==> src/rtl/fet_pkg.sv <==
// Shared types and constants for the free extent table.
package fet_pkg;

  localparam int MAX_ENTRIES = 64;
  localparam int IDX_W       = $clog2(MAX_ENTRIES);
  localparam int CNT_W       = $clog2(MAX_ENTRIES + 1);
  localparam int START_W     = 32;
  localparam int LEN_W       = 34;
  localparam int SIZE_W      = 32;
  localparam int TOT_W       = 38;
  localparam int END_W       = LEN_W + 1;

  // operation kinds
  localparam logic [2:0] K_INSERT = 3'd0;
  localparam logic [2:0] K_REMOVE = 3'd1;
  localparam logic [2:0] K_DEFRAG = 3'd2;
  localparam logic [2:0] K_FIND   = 3'd3;
  localparam logic [2:0] K_POS    = 3'd4;

  // result status codes
  localparam logic [2:0] ST_OK      = 3'd0;
  localparam logic [2:0] ST_ZERO    = 3'd1;
  localparam logic [2:0] ST_FULL    = 3'd2;
  localparam logic [2:0] ST_MISSING = 3'd3;
  localparam logic [2:0] ST_BADPOS  = 3'd4;

  typedef struct packed {
    logic [START_W-1:0] start;
    logic [LEN_W-1:0]   len;
  } entry_t;

  // request to the shared adder
  typedef struct packed {
    logic [TOT_W-1:0] a;
    logic [TOT_W-1:0] b;
    logic             sub;
  } alu_req_t;

endpackage

==> src/rtl/fet_alu.sv <==
// Shared add/subtract unit for totals, extent ends and merged lengths.
module fet_alu (
  input  fet_pkg::alu_req_t             req,
  output logic [fet_pkg::TOT_W-1:0]     sum
);
  import fet_pkg::*;

  // subtract as add of the inverted operand plus one
  assign sum = req.a + (req.sub ? ~req.b : req.b) + TOT_W'(req.sub);

endmodule

==> config.mk <==
export PLATFORM = sky130hd
export DESIGN_NAME = fet_alu
export DESIGN_NICKNAME = d
export VERILOG_FILES = /design/src/rtl/fet_pkg.sv /design/src/rtl/fet_alu.sv
export SDC_FILE = /design/constraint.sdc
export NUM_CORES = 1
export LEC_CHECK = 0
export BUFFER_PORTS_ARGS = -buffer_cell sky130_fd_sc_hd__buf_2
export CAP_MARGIN = 25
export CORE_MARGIN = 2
export CORE_UTILIZATION = 51
export DETAILED_ROUTE_END_ITERATION = 8
export PLACE_DENSITY = 0.9
export SYNTH_ARGS = -nofsm -noshare
export SYNTH_HDL_FRONTEND = slang
export SYNTH_SLANG_ARGS = --single-unit
export TNS_END_PERCENT = 100
==> constraint.sdc <==
create_clock -name vclk -period 4.7
set_input_delay 0.47 -clock vclk [all_inputs]
set_output_delay 0.47 -clock vclk [all_outputs]
set_load 0.02 [all_outputs]
==> impl_metrics.yaml <==
placed_design:
  io_buffers: 115
  post-dp-hpwl_microns: 6320
  dpl_cell_area_sq_um: 3180
  gp_congestion: 1.03
critical_path:
  critical_path.cell_chain: "buf_2, buf_4, xor2_1, ha_1, nand4_1, or4b_1, a31oi_2, nor4b_1, nor3_2, a311oi_1, xnor2_1, buf_2"
  cp_max_fo: 19
  cp_num_buf_inv: 3
  cp_top_family: "simple AND/OR/NAND/NOR gates"
  start_kind: "input port"
  critical_path_arrival_ns: 3.56
  max_stage_delay_ns: 0.51
  path_class: "input port to output port"
  required_ns: 4.23
  cp_common_cell: "buf_2"
  end_kind: "output port"
  crit_path_top_delay_cell: "or4b_1"
floorplanning:
  dieArea_sq_um: 5620
  rows: 25
  io_pins: 115
  die_y_microns: 74.9
  initial_core_util: 0.536
  dieWidth_microns: 74.9
  core_area_sq_um: 4790
drt:
  viasPerCell: 5.92
  drc: 0
  drtAntennaViolNets: 0
  drt-pass1-iter-count: 6
  wl_microns: 7530
  vias: 3139
  wl_per_cell_microns: 14.2
  drt_iter0_markers: 186
finish:
  regArea_sq_um: 0
  insertedDiodeCount: 0
  final_cell_area_sq_um: 3180
  nets: 580
  clock_buffers: 0
  final_common_cell: "buf_2"
  fillerInstances: 434
  area_delta_synth_final_pct: 24.0
  drive_above_1_share: 0.281
  multi_input_area_sq_um: 2490
  numSequentialCells: 0
  mostFrequentLayoutCells: "115 x buf_2, 52 x xor2_1, 37 x ha_1"
timing:
  slew_viol_final: 0
  min_period_ns: 4.03
  fin_tns_setup_ns: 0
  clock.fmax_mhz: 248
  worst_pin_slew_ns: 0.665
  relSlewSlack: 0.554
  fin_crit_sh: 0.858
  rsz0062_at_grt: "no"
  finalHoldViolCount: 0
  setup_viol: 0
synth:
  synth_top_cell_by_area: "ha_1"
  yosys_warnings: 0
  synthDistinctLibCells: 59
  synth.area.top_cells: "ha_1 18%, xor2_1 18%, xnor2_1 6.8%, a21oi_1 6.6%, o21ai_0 5.1%"
  synth_top_area_frac: 0.180
  syn_area_per_cell_sq_um: 7.11
  seq_area_frac_synth: 0
  syn_inst: 361
  synthesis.area_sq_um: 2570
  synth_nets: 476
grt:
  grt_pass1_wl_microns: 12300
  overflow: 0
  use_met1: 0.338
  grtUsageTotal: 0.262
  use_met3: 0.0161
  antenna_found_initial: 0
  grt_max_degree: 20
  met2_usage: 0.473
  grt-busiest-layer: "met2"
  grt_pass1_vias: 2900
outcome:
  status: "finished clean"
worst_hold_path:
  hold_class: "input port to output port"
clock_network:
  ctsResizeCount: 0
  cts_hold_buf: 0
  cts_setup_buffers: 0
power_and_ir_drop:
  leakagePower_nw: 1.60
  peakVddDrop_uv: 182
  finalPower_uw: 806
  powerDensity_nw_per_um2: 253
flow_run:
  cap_violations: 0
==> layer usage <==
layer  up-vias  part of all wire  wire, microns
met3        20             0.078            587
met4         0             0.021            157
met5         -                 0              0
met2       167              0.49           3660
li1       1540                 -              -
met1      1412              0.42           3130
==> stage by stage <==
| step | util | instances | hold slack (ns) | setup WS [ns] |
|---|---|---|---|---|
| after global routing | 0.665 | 530 | 1.27 | 0.399 |
| after global placement | 0.665 | 530 | 1.24 | 0.785 |
| after CTS | 0.665 | 530 | 1.25 | 0.689 |
| after floorplan | - | 361 | 1.06 | 0.633 |
| final | 0.665 | 530 | 1.24 | 0.668 |
| after detailed placement | 0.665 | 530 | 1.25 | 0.703 |
==> cell usage after synthesis (3+ instances only) <==
library cell and number:
xor2_1 52, ha_1 37, a21oi_1 34, nand2_1 30
o21ai_0 26, nor2_1 25, xnor2_1 20, a21o_1 17
clkbuf_1 12, and3_1 10, o21a_1 8, nand3_1 7
nor3_1 7, a31oi_1 5, inv_1 5, and2_1 4
nand4_1 4, a41oi_1 3, nand2b_1 3, o21bai_1 3
==> worst min-delay path: cells and delay by family <==
kind / cells / cell delay, ns
buf+inv: 2 / 0.24
xor+xnor: 1 / 0.06
==> power by group <==
group	internal (mW)	total [mW]	switching [mW]
combinational	0.310	0.806	0.496
sequential	0	0	0
clock	0	0	0
==> cell families (layout without fill, tap and decap cells) <==
logic type      after synthesis  count (layout)  synth area share
fa+ha+maj                    38              38             0.188
xor+xnor                     72              72             0.246
compound gates              124             124             0.323
mux                           1               1           0.00439
simple gates                106             106             0.209
buf+inv                      20             122            0.0302
==> path summary, 6_finish.rpt <==
check,start,end,slack (ns),depth (start not counted)
setup / recovery,req[0],sum[36],0.67,12
hold / removal,req[39],sum[0],1.24,3
==> final cells by class <==
type | instances | share of cell area
multi-input combinational | 341 | 0.782
timing repair buffer | 117 | 0.186
tap | 67 | 0.0263
inverter | 5 | 0.00590
Power figures use the tool's default switching activity.
