$ cat config.mk
export PLATFORM = sky130hd
export DESIGN_NAME = fet_ram
export DESIGN_NICKNAME = d
export VERILOG_FILES = /design/src/rtl/fet_ram.sv
export SDC_FILE = /design/constraint.sdc
export NUM_CORES = 1
export LEC_CHECK = 0
export BUFFER_PORTS_ARGS = -buffer_cell sky130_fd_sc_hd__clkbuf_2
export CORE_UTILIZATION = 25
export DETAILED_ROUTE_END_ITERATION = 8
export PLACE_DENSITY = 0.42
export SLEW_MARGIN = 25
export SYNTH_ARGS = -nofsm -noshare
export SYNTH_HDL_FRONTEND = slang
export SYNTH_SLANG_ARGS = --single-unit
$ cat constraint.sdc
create_clock -name clk -period 3.5 [get_ports clk]
set_input_delay 0.35 -clock clk [delete_from_list [all_inputs] [get_ports clk]]
set_output_delay 0.35 -clock clk [all_outputs]
set_load 0.02 [all_outputs]
$ cat src/rtl/fet_ram.sv
// Generic single-port-write, registered-read RAM.
module fet_ram #(
  parameter int WIDTH = 8,
  parameter int DEPTH = 16,
  parameter int AW    = $clog2(DEPTH)
) (
  input  logic             clk,
  input  logic             we,
  input  logic [AW-1:0]    waddr,
  input  logic [WIDTH-1:0] wdata,
  input  logic [AW-1:0]    raddr,
  output logic [WIDTH-1:0] rdata
);

  logic [WIDTH-1:0] mem [DEPTH];

  always_ff @(posedge clk) begin
    if (we) begin
      mem[waddr] <= wdata;
    end
    rdata <= mem[raddr];
  end

endmodule

==> results of run 1 <==
registers in the layout (all words and copies together) (netlist names):
register and count:
rdata 8, mem 128
through the flow:
| step | utilization | total power, mW | setup WS, ns |
|---|---|---|---|
| finish | 0.304 | 3.74 | 1.79 |
| global route | 0.304 | 3.85 | 1.66 |
| CTS | 0.304 | 3.78 | 1.73 |
| detailed placement | 0.276 | 2.05 | 1.28 |
| global placement | 0.276 | 2.05 | 1.28 |
| floorplan | - | 1.97 | 1.66 |
Yosys cell counts (all sizes together):
cell type | n | area (um^2)
a22oi | 16 | 120
and2 | 1 | 6.26
and2b | 1 | 7.51
buf | 7 | 56.3
clkdlybuf4s25 | 3 | 30.0
dfxtp | 8 | 160
edfxtp | 128 | 3840
mux4 | 32 | 773
nand2 | 9 | 33.8
nand2b | 2 | 12.5
nand3 | 1 | 5.00
nand3b | 2 | 15.0
nor2 | 13 | 48.8
nor2b | 1 | 6.26
nor3 | 4 | 20.0
or3b | 1 | 8.76
critical path, cell delays in order:
cell and delay, ns:
clkbuf_2 0.42, buf_12 0.27, mux4_1 0.60, a22oi_1 0.25, nand2_1 0.09
power breakdown:
group	internal [mW]	switching [mW]	total (mW)
clock network	1.10	0.624	1.73
registers	1.82	0.0117	1.83
logic	0.0681	0.111	0.179
per-layer routing:
| metal | GRT usage | wire length, um | vias to the layer above |
|---|---|---|---|
| met5 | 0 | 0 | - |
| met2 | 0.169 | 5020 | 46 |
| met3 | 0.0361 | 439 | 14 |
| li1 | - | - | 1050 |
| met4 | 0.0495 | 184 | 0 |
| met1 | 0.146 | 5430 | 1281 |
final timing paths:
path,endpoint,startpoint,cells past startpoint
setup / recovery,rdata[3]$_DFF_P_,raddr[0],5
hold / removal,mem[10][4]$_DFFE_PP_,wdata[4],1
setup reg to reg,rdata[5]$_DFF_P_,mem[1][5]$_DFFE_PP_,3
hold reg to reg,rdata[2]$_DFF_P_,mem[4][2]$_DFFE_PP_,3
cell type report:
cell class                      instances  area (um^2)  share of cell area
Clock inverter                         11          131              0.0214
Sequential cell                       136         4000               0.651
Timing Repair Buffer                   31          183              0.0297
Multi-Input combinational cell         83         1060               0.172
Tap cell                              270          338              0.0549
Clock buffer                           20          437              0.0710
kinds of logic (layout without fill, tap and decap cells):
group	after synthesis	count (layout)
buf+inv	10	62
simple gates	35	35
compound gates	16	16
flops	136	136
mux	32	32
==> impl_metrics.json, run 1 <==
{
  "status": "completed",
  "synth_nets": 247,
  "synthSimpleGateAreaFrac": 0.0318,
  "cts_setup_buffers": 0,
  "path_clk_slew_ns": 0.06,
  "yosysWarningCount": 0,
  "fmax_mhz": 586,
  "syn_area_per_cell_um2": 22.5,
  "fin_hold_ws_ns": 0.374,
  "die_area_um2": 21200,
  "end_kind": "flip-flop",
  "antennaDiodeCount": 0,
  "cts_resized": 0,
  "relSlewSlack": 0.314,
  "synth_compound_area_frac": 0.0233,
  "mostFrequentLayoutCell": "edfxtp_1",
  "track_usage": 0.111,
  "viasPerCell": 4.34,
  "core_um2": 20200,
  "route.detailed.drc": 0,
  "hpwl_mm": 6.85,
  "design_area_um2": 6150,
  "antenna_found_initial": 0,
  "slew_violations": 0,
  "ys_seq_elements": 136,
  "dp_cells": 520,
  "grt_start_max_net_pins": 33,
  "crit_required_ns": 3.80,
  "min_period_ns": 1.71,
  "layout_common_cells": "edfxtp_1 (128), clkbuf_2 (25), mux4_2 (18), clkbuf_16 (17), a22oi_1 (16)",
  "wl_mm": 11.1,
  "numClockSinks": 136,
  "grt_first_pass_wirelength_mm": 16.4,
  "cap_violations": 0,
  "power_density_nw_per_um2": 608,
  "drtIter0Drc": 171,
  "die_h_um": 145,
  "synth-xor-area-share": 0,
  "worstPathArrival_ns": 2.01,
  "cts_htree_levels": 4,
  "place_area_um2": 5580,
  "clkLatencyLatePin_ns": 0.41,
  "r2r_slack_ns": 2.13,
  "period_share": 0.487,
  "synthCells": 229,
  "muxShareOfSynthArea": 0.150,
  "synth_cell_types": 19,
  "cts_tree": "built",
  "pin_count": 26,
  "fp.dieW_um": 145,
  "syn_to_final_growth_pct": 19.5,
  "power_leakage_nw": 2.01,
  "numPortBuffers": 25,
  "clockBufferDepth": 2,
  "vdd.ir_drop.worst_mv": 0.318,
  "synthAdderAreaFrac": 0,
  "gp_congestion": 0.678,
  "finalHoldViolCount": 0,
  "grt_pass1_vias": 2537,
  "fillers": 1933,
  "finalNetCount": 287,
  "numCtsBuffers": 17,
  "setup_viol": 0,
  "hold_class": "in -> reg",
  "fin_skew_ns": 0.00682,
  "core.rowCount": 52,
  "worst-setup-path-type": "in -> reg",
  "path_max_fanout": 21,
  "cts_root_buf": "clkbuf_16",
  "synth_area_um2": 5150,
  "layout-drive-gt1-share": 0.263,
  "synth_seq_area_share": 0.778,
  "cts_hold_buf": 0,
  "finalNonFillerCells": 551,
  "synth_top_family_by_area": "multiplexers",
  "overflow": 0,
  "wire_per_inst_um": 20.1,
  "tns_ns": 0,
  "initial_core_util": 0.254,
  "rsz0062_at_grt": "no",
  "antenna_left": 0,
  "vias": 2391,
  "start_kind": "input port",
  "dr.pass1.iters": 4,
  "tightest_slew_ns": 1.03
}
(Power assumes the default switching activity.)
==> inputs of run 2 (changes only) <==
Settings changed: ABC_AREA from default to 1, PLACE_DENSITY 0.42 to 0.44.
Clock period 3.5 ns to 1.4 ns, I/O delays scaled along.
==> run 2 against run 1 <==
Against the previous run: via count is 57% higher; cell count is 62% higher; sequential power grew to 2.5 times the previous value; non-clock buffer count is 17 higher; setup slack worse by 1.5 ns; critical path depth is 1 higher; register-to-register slack worse by 1.9 ns; sequential share of layout area is 6.9 points lower; area after synthesis is 12% higher; global-route usage is 1.9 points higher; die area is 12% higher; synthesized cell count is 140% higher.
==> impl_metrics.json, run 2 <==
{
  "synth_common_cells": "nand2_1 (173), edfxtp_1 (128), inv_1 (100)",
  "synth_area_um2": 5770,
  "yosysTopAreaCell": "edfxtp_1",
  "largest_reg_flops": 128,
  "switching_power_mw": 2.15,
  "numCtsBuffers": 17,
  "routed-wl-met2_mm": 6.53,
  "worstPathArrival_ns": 1.42,
  "r2r_slack_ns": 0.28,
  "viasPerCell": 4.22,
  "highest_layer": "met4",
  "cts_resized": 0,
  "wl_mm": 14.4,
  "synthTopCellsByArea": "edfxtp_1 (67%), nand2_1 (11%), nand3_1 (8.4%), inv_1 (6.5%), dfxtp_1 (2.8%)",
  "synth_edf_count": 128,
  "status": "completed",
  "fillers": 2326,
  "synth-main-ff-cell": "edfxtp_1",
  "critical_path.endpoint": "rdata[5]$_DFF_P_",
  "relSlewSlack": 0.671,
  "pin_count": 26,
  "ys_seq_elements": 136,
  "cap_violations": 0,
  "synth.most_common_cell": "nand2_1",
  "initial_core_util": 0.255,
  "antenna_left": 0,
  "layout-drive-gt1-share": 0.132,
  "fp.dieW_um": 154,
  "cts_tree": "built",
  "antennaDiodeCount": 0,
  "vias": 3761,
  "synth_cell_types": 12,
  "synth_seq_area_share": 0.694,
  "tightest_slew_ns": 0.494,
  "die_area_um2": 23700,
  "hold_class": "in -> reg",
  "switching_share": 0.223,
  "min_period_ns": 1.12,
  "hpwl_mm": 8.82,
  "power_density_nw_per_um2": 1400,
  "crit_required_ns": 1.70,
  "synth_nets": 569,
  "top_register": "mem",
  "period_share": 0.801,
  "layout_common_cells": "nand2_1 (173), edfxtp_1 (128), inv_1 (100), nand3_1 (97), clkbuf_2 (25)",
  "grt_first_pass_wirelength_mm": 22.3,
  "cts_hold_buf": 0,
  "wire_per_inst_um": 16.1,
  "worst-setup-path-type": "reg -> reg",
  "die_h_um": 154,
  "core_um2": 22600,
  "cts_htree_levels": 4,
  "core.rowCount": 55,
  "mostFrequentLayoutCell": "nand2_1",
  "synthCells": 551,
  "r2r_cells": 6,
  "top_regs": "mem: 128 flops, rdata: 8 flops",
  "syn_area_per_cell_um2": 10.5,
  "critical_path.startpoint": "mem[7][5]$_DFFE_PP_",
  "drtIter0Drc": 361,
  "finalNetCount": 612,
  "combPwrFrac": 0.064,
  "dr.pass1.iters": 4,
  "whs_path_depth": 3,
  "fmax_mhz": 891,
  "syn_to_final_growth_pct": 19.3,
  "power_frac_clock": 0.461,
  "track_usage": 0.130,
  "cts_root_buf": "clkbuf_16",
  "finalHoldViolCount": 0,
  "overflow": 0,
  "cts_setup_buffers": 0,
  "r2r_end": "rdata[5]$_DFF_P_",
  "end_kind": "flip-flop",
  "finalPower_mw": 9.64,
  "route.detailed.drc": 0,
  "numPortBuffers": 25,
  "setup_viol": 0,
  "seq_power_share": 0.475,
  "yosys.area.top_type_share": 0.667,
  "rsz0062_at_grt": "no",
  "antenna_found_initial": 0,
  "fin_skew_ns": 0.00532,
  "clockBufferDepth": 2,
  "grt_pass1_vias": 3699,
  "path_clk_slew_ns": 0.06,
  "start_kind": "flip-flop",
  "clkLatencyLatePin_ns": 0.41,
  "path_max_fanout": 1,
  "tns_ns": 0,
  "gp_congestion": 0.749,
  "crit-reg2reg-launch": "mem[7][5]$_DFFE_PP_",
  "postSynth.asyncResetShare": 0,
  "m1WireLength_mm": 7.06,
  "dr_wl_met3_um": 532,
  "internal-power_mw": 7.49,
  "vdd.ir_drop.worst_mv": 0.904,
  "numClockSinks": 136,
  "grt_start_max_net_pins": 65,
  "yosysWarningCount": 0,
  "slew_violations": 0,
  "power_leakage_nw": 2.93
}
## run 2: changes by cell type after synthesis, moves of 3 or more
cell and change:
mux4_2 -18, buf_6 +3, clkdlybuf4s25_2 -3, nand2_1 +164
nand3_1 +96, nor3_1 -4, inv_1 +100, buf_2 +10
buf_4 +3, mux4_1 -14, a22oi_1 -16, nor2_1 +4
## run 2: kinds of logic after synthesis
logic type | synth area share
AND/OR/NAND/NOR | 0.210
flip-flops | 0.694
buffers and inverters | 0.0952
## run 2: worst min-delay path by stage
stage,from,endpoint
2_1_floorplan,wdata[0],mem[0][0]$_DFFE_PP_
3_3_place_gp,rdata[4]$_DFF_P_,rdata[4]
3_5_place_dp,rdata[4]$_DFF_P_,rdata[4]
4_1_cts,raddr[3],rdata[6]$_DFF_P_
5_1_grt,raddr[3],rdata[7]$_DFF_P_
6_report,raddr[3],rdata[6]$_DFF_P_
## run 2: area by class of cell
type / count / area, um^2 / area share
Tap cell: 285 / 357 / 0.0518
Sequential cell: 136 / 4000 / 0.582
Multi-Input combinational cell: 289 / 1210 / 0.176
Timing Repair Buffer: 48 / 335 / 0.0488
Inverter: 102 / 383 / 0.0557
Clock inverter: 15 / 160 / 0.0233
Clock buffer: 17 / 425 / 0.0619
## run 2: per-layer routing
metal / up-vias / GRT usage
li1: 1854 / -
met4: 0 / 0.0471
met5: - / 0
met2: 82 / 0.201
met1: 1804 / 0.176
met3: 21 / 0.0321
## run 2: critical path: stages (launching register included)
cell and delay, ns:
edfxtp_1 0.38, inv_1 0.07, nand2_1 0.04, nand3_1 0.10, nand3_1 0.11, nand3_1 0.22, nand2_1 0.09
## run 2: power by group through the flow
stage / Clock (mW) / Combinational (mW) / Sequential [mW]
after global routing: 4.71 / 0.685 / 4.59
final: 4.45 / 0.613 / 4.58
after global placement: 0 / 0.622 / 4.67
after CTS: 4.54 / 0.629 / 4.58
after detailed placement: 0 / 0.626 / 4.67
after floorplan: 0 / 0.321 / 4.69
## run 2: through the flow
stage	setup WS, ns	std cells	hold WS, ns	area, um^2	utilization
floorplan	0.309	551	0.239	5770	-
global placement	0.0190	860	0.571	6290	0.278
detailed placement	0.0327	860	0.565	6290	0.278
CTS	0.285	892	0.153	6880	0.304
global route	0.230	892	0.178	6880	0.304
finish	0.278	892	0.181	6880	0.304
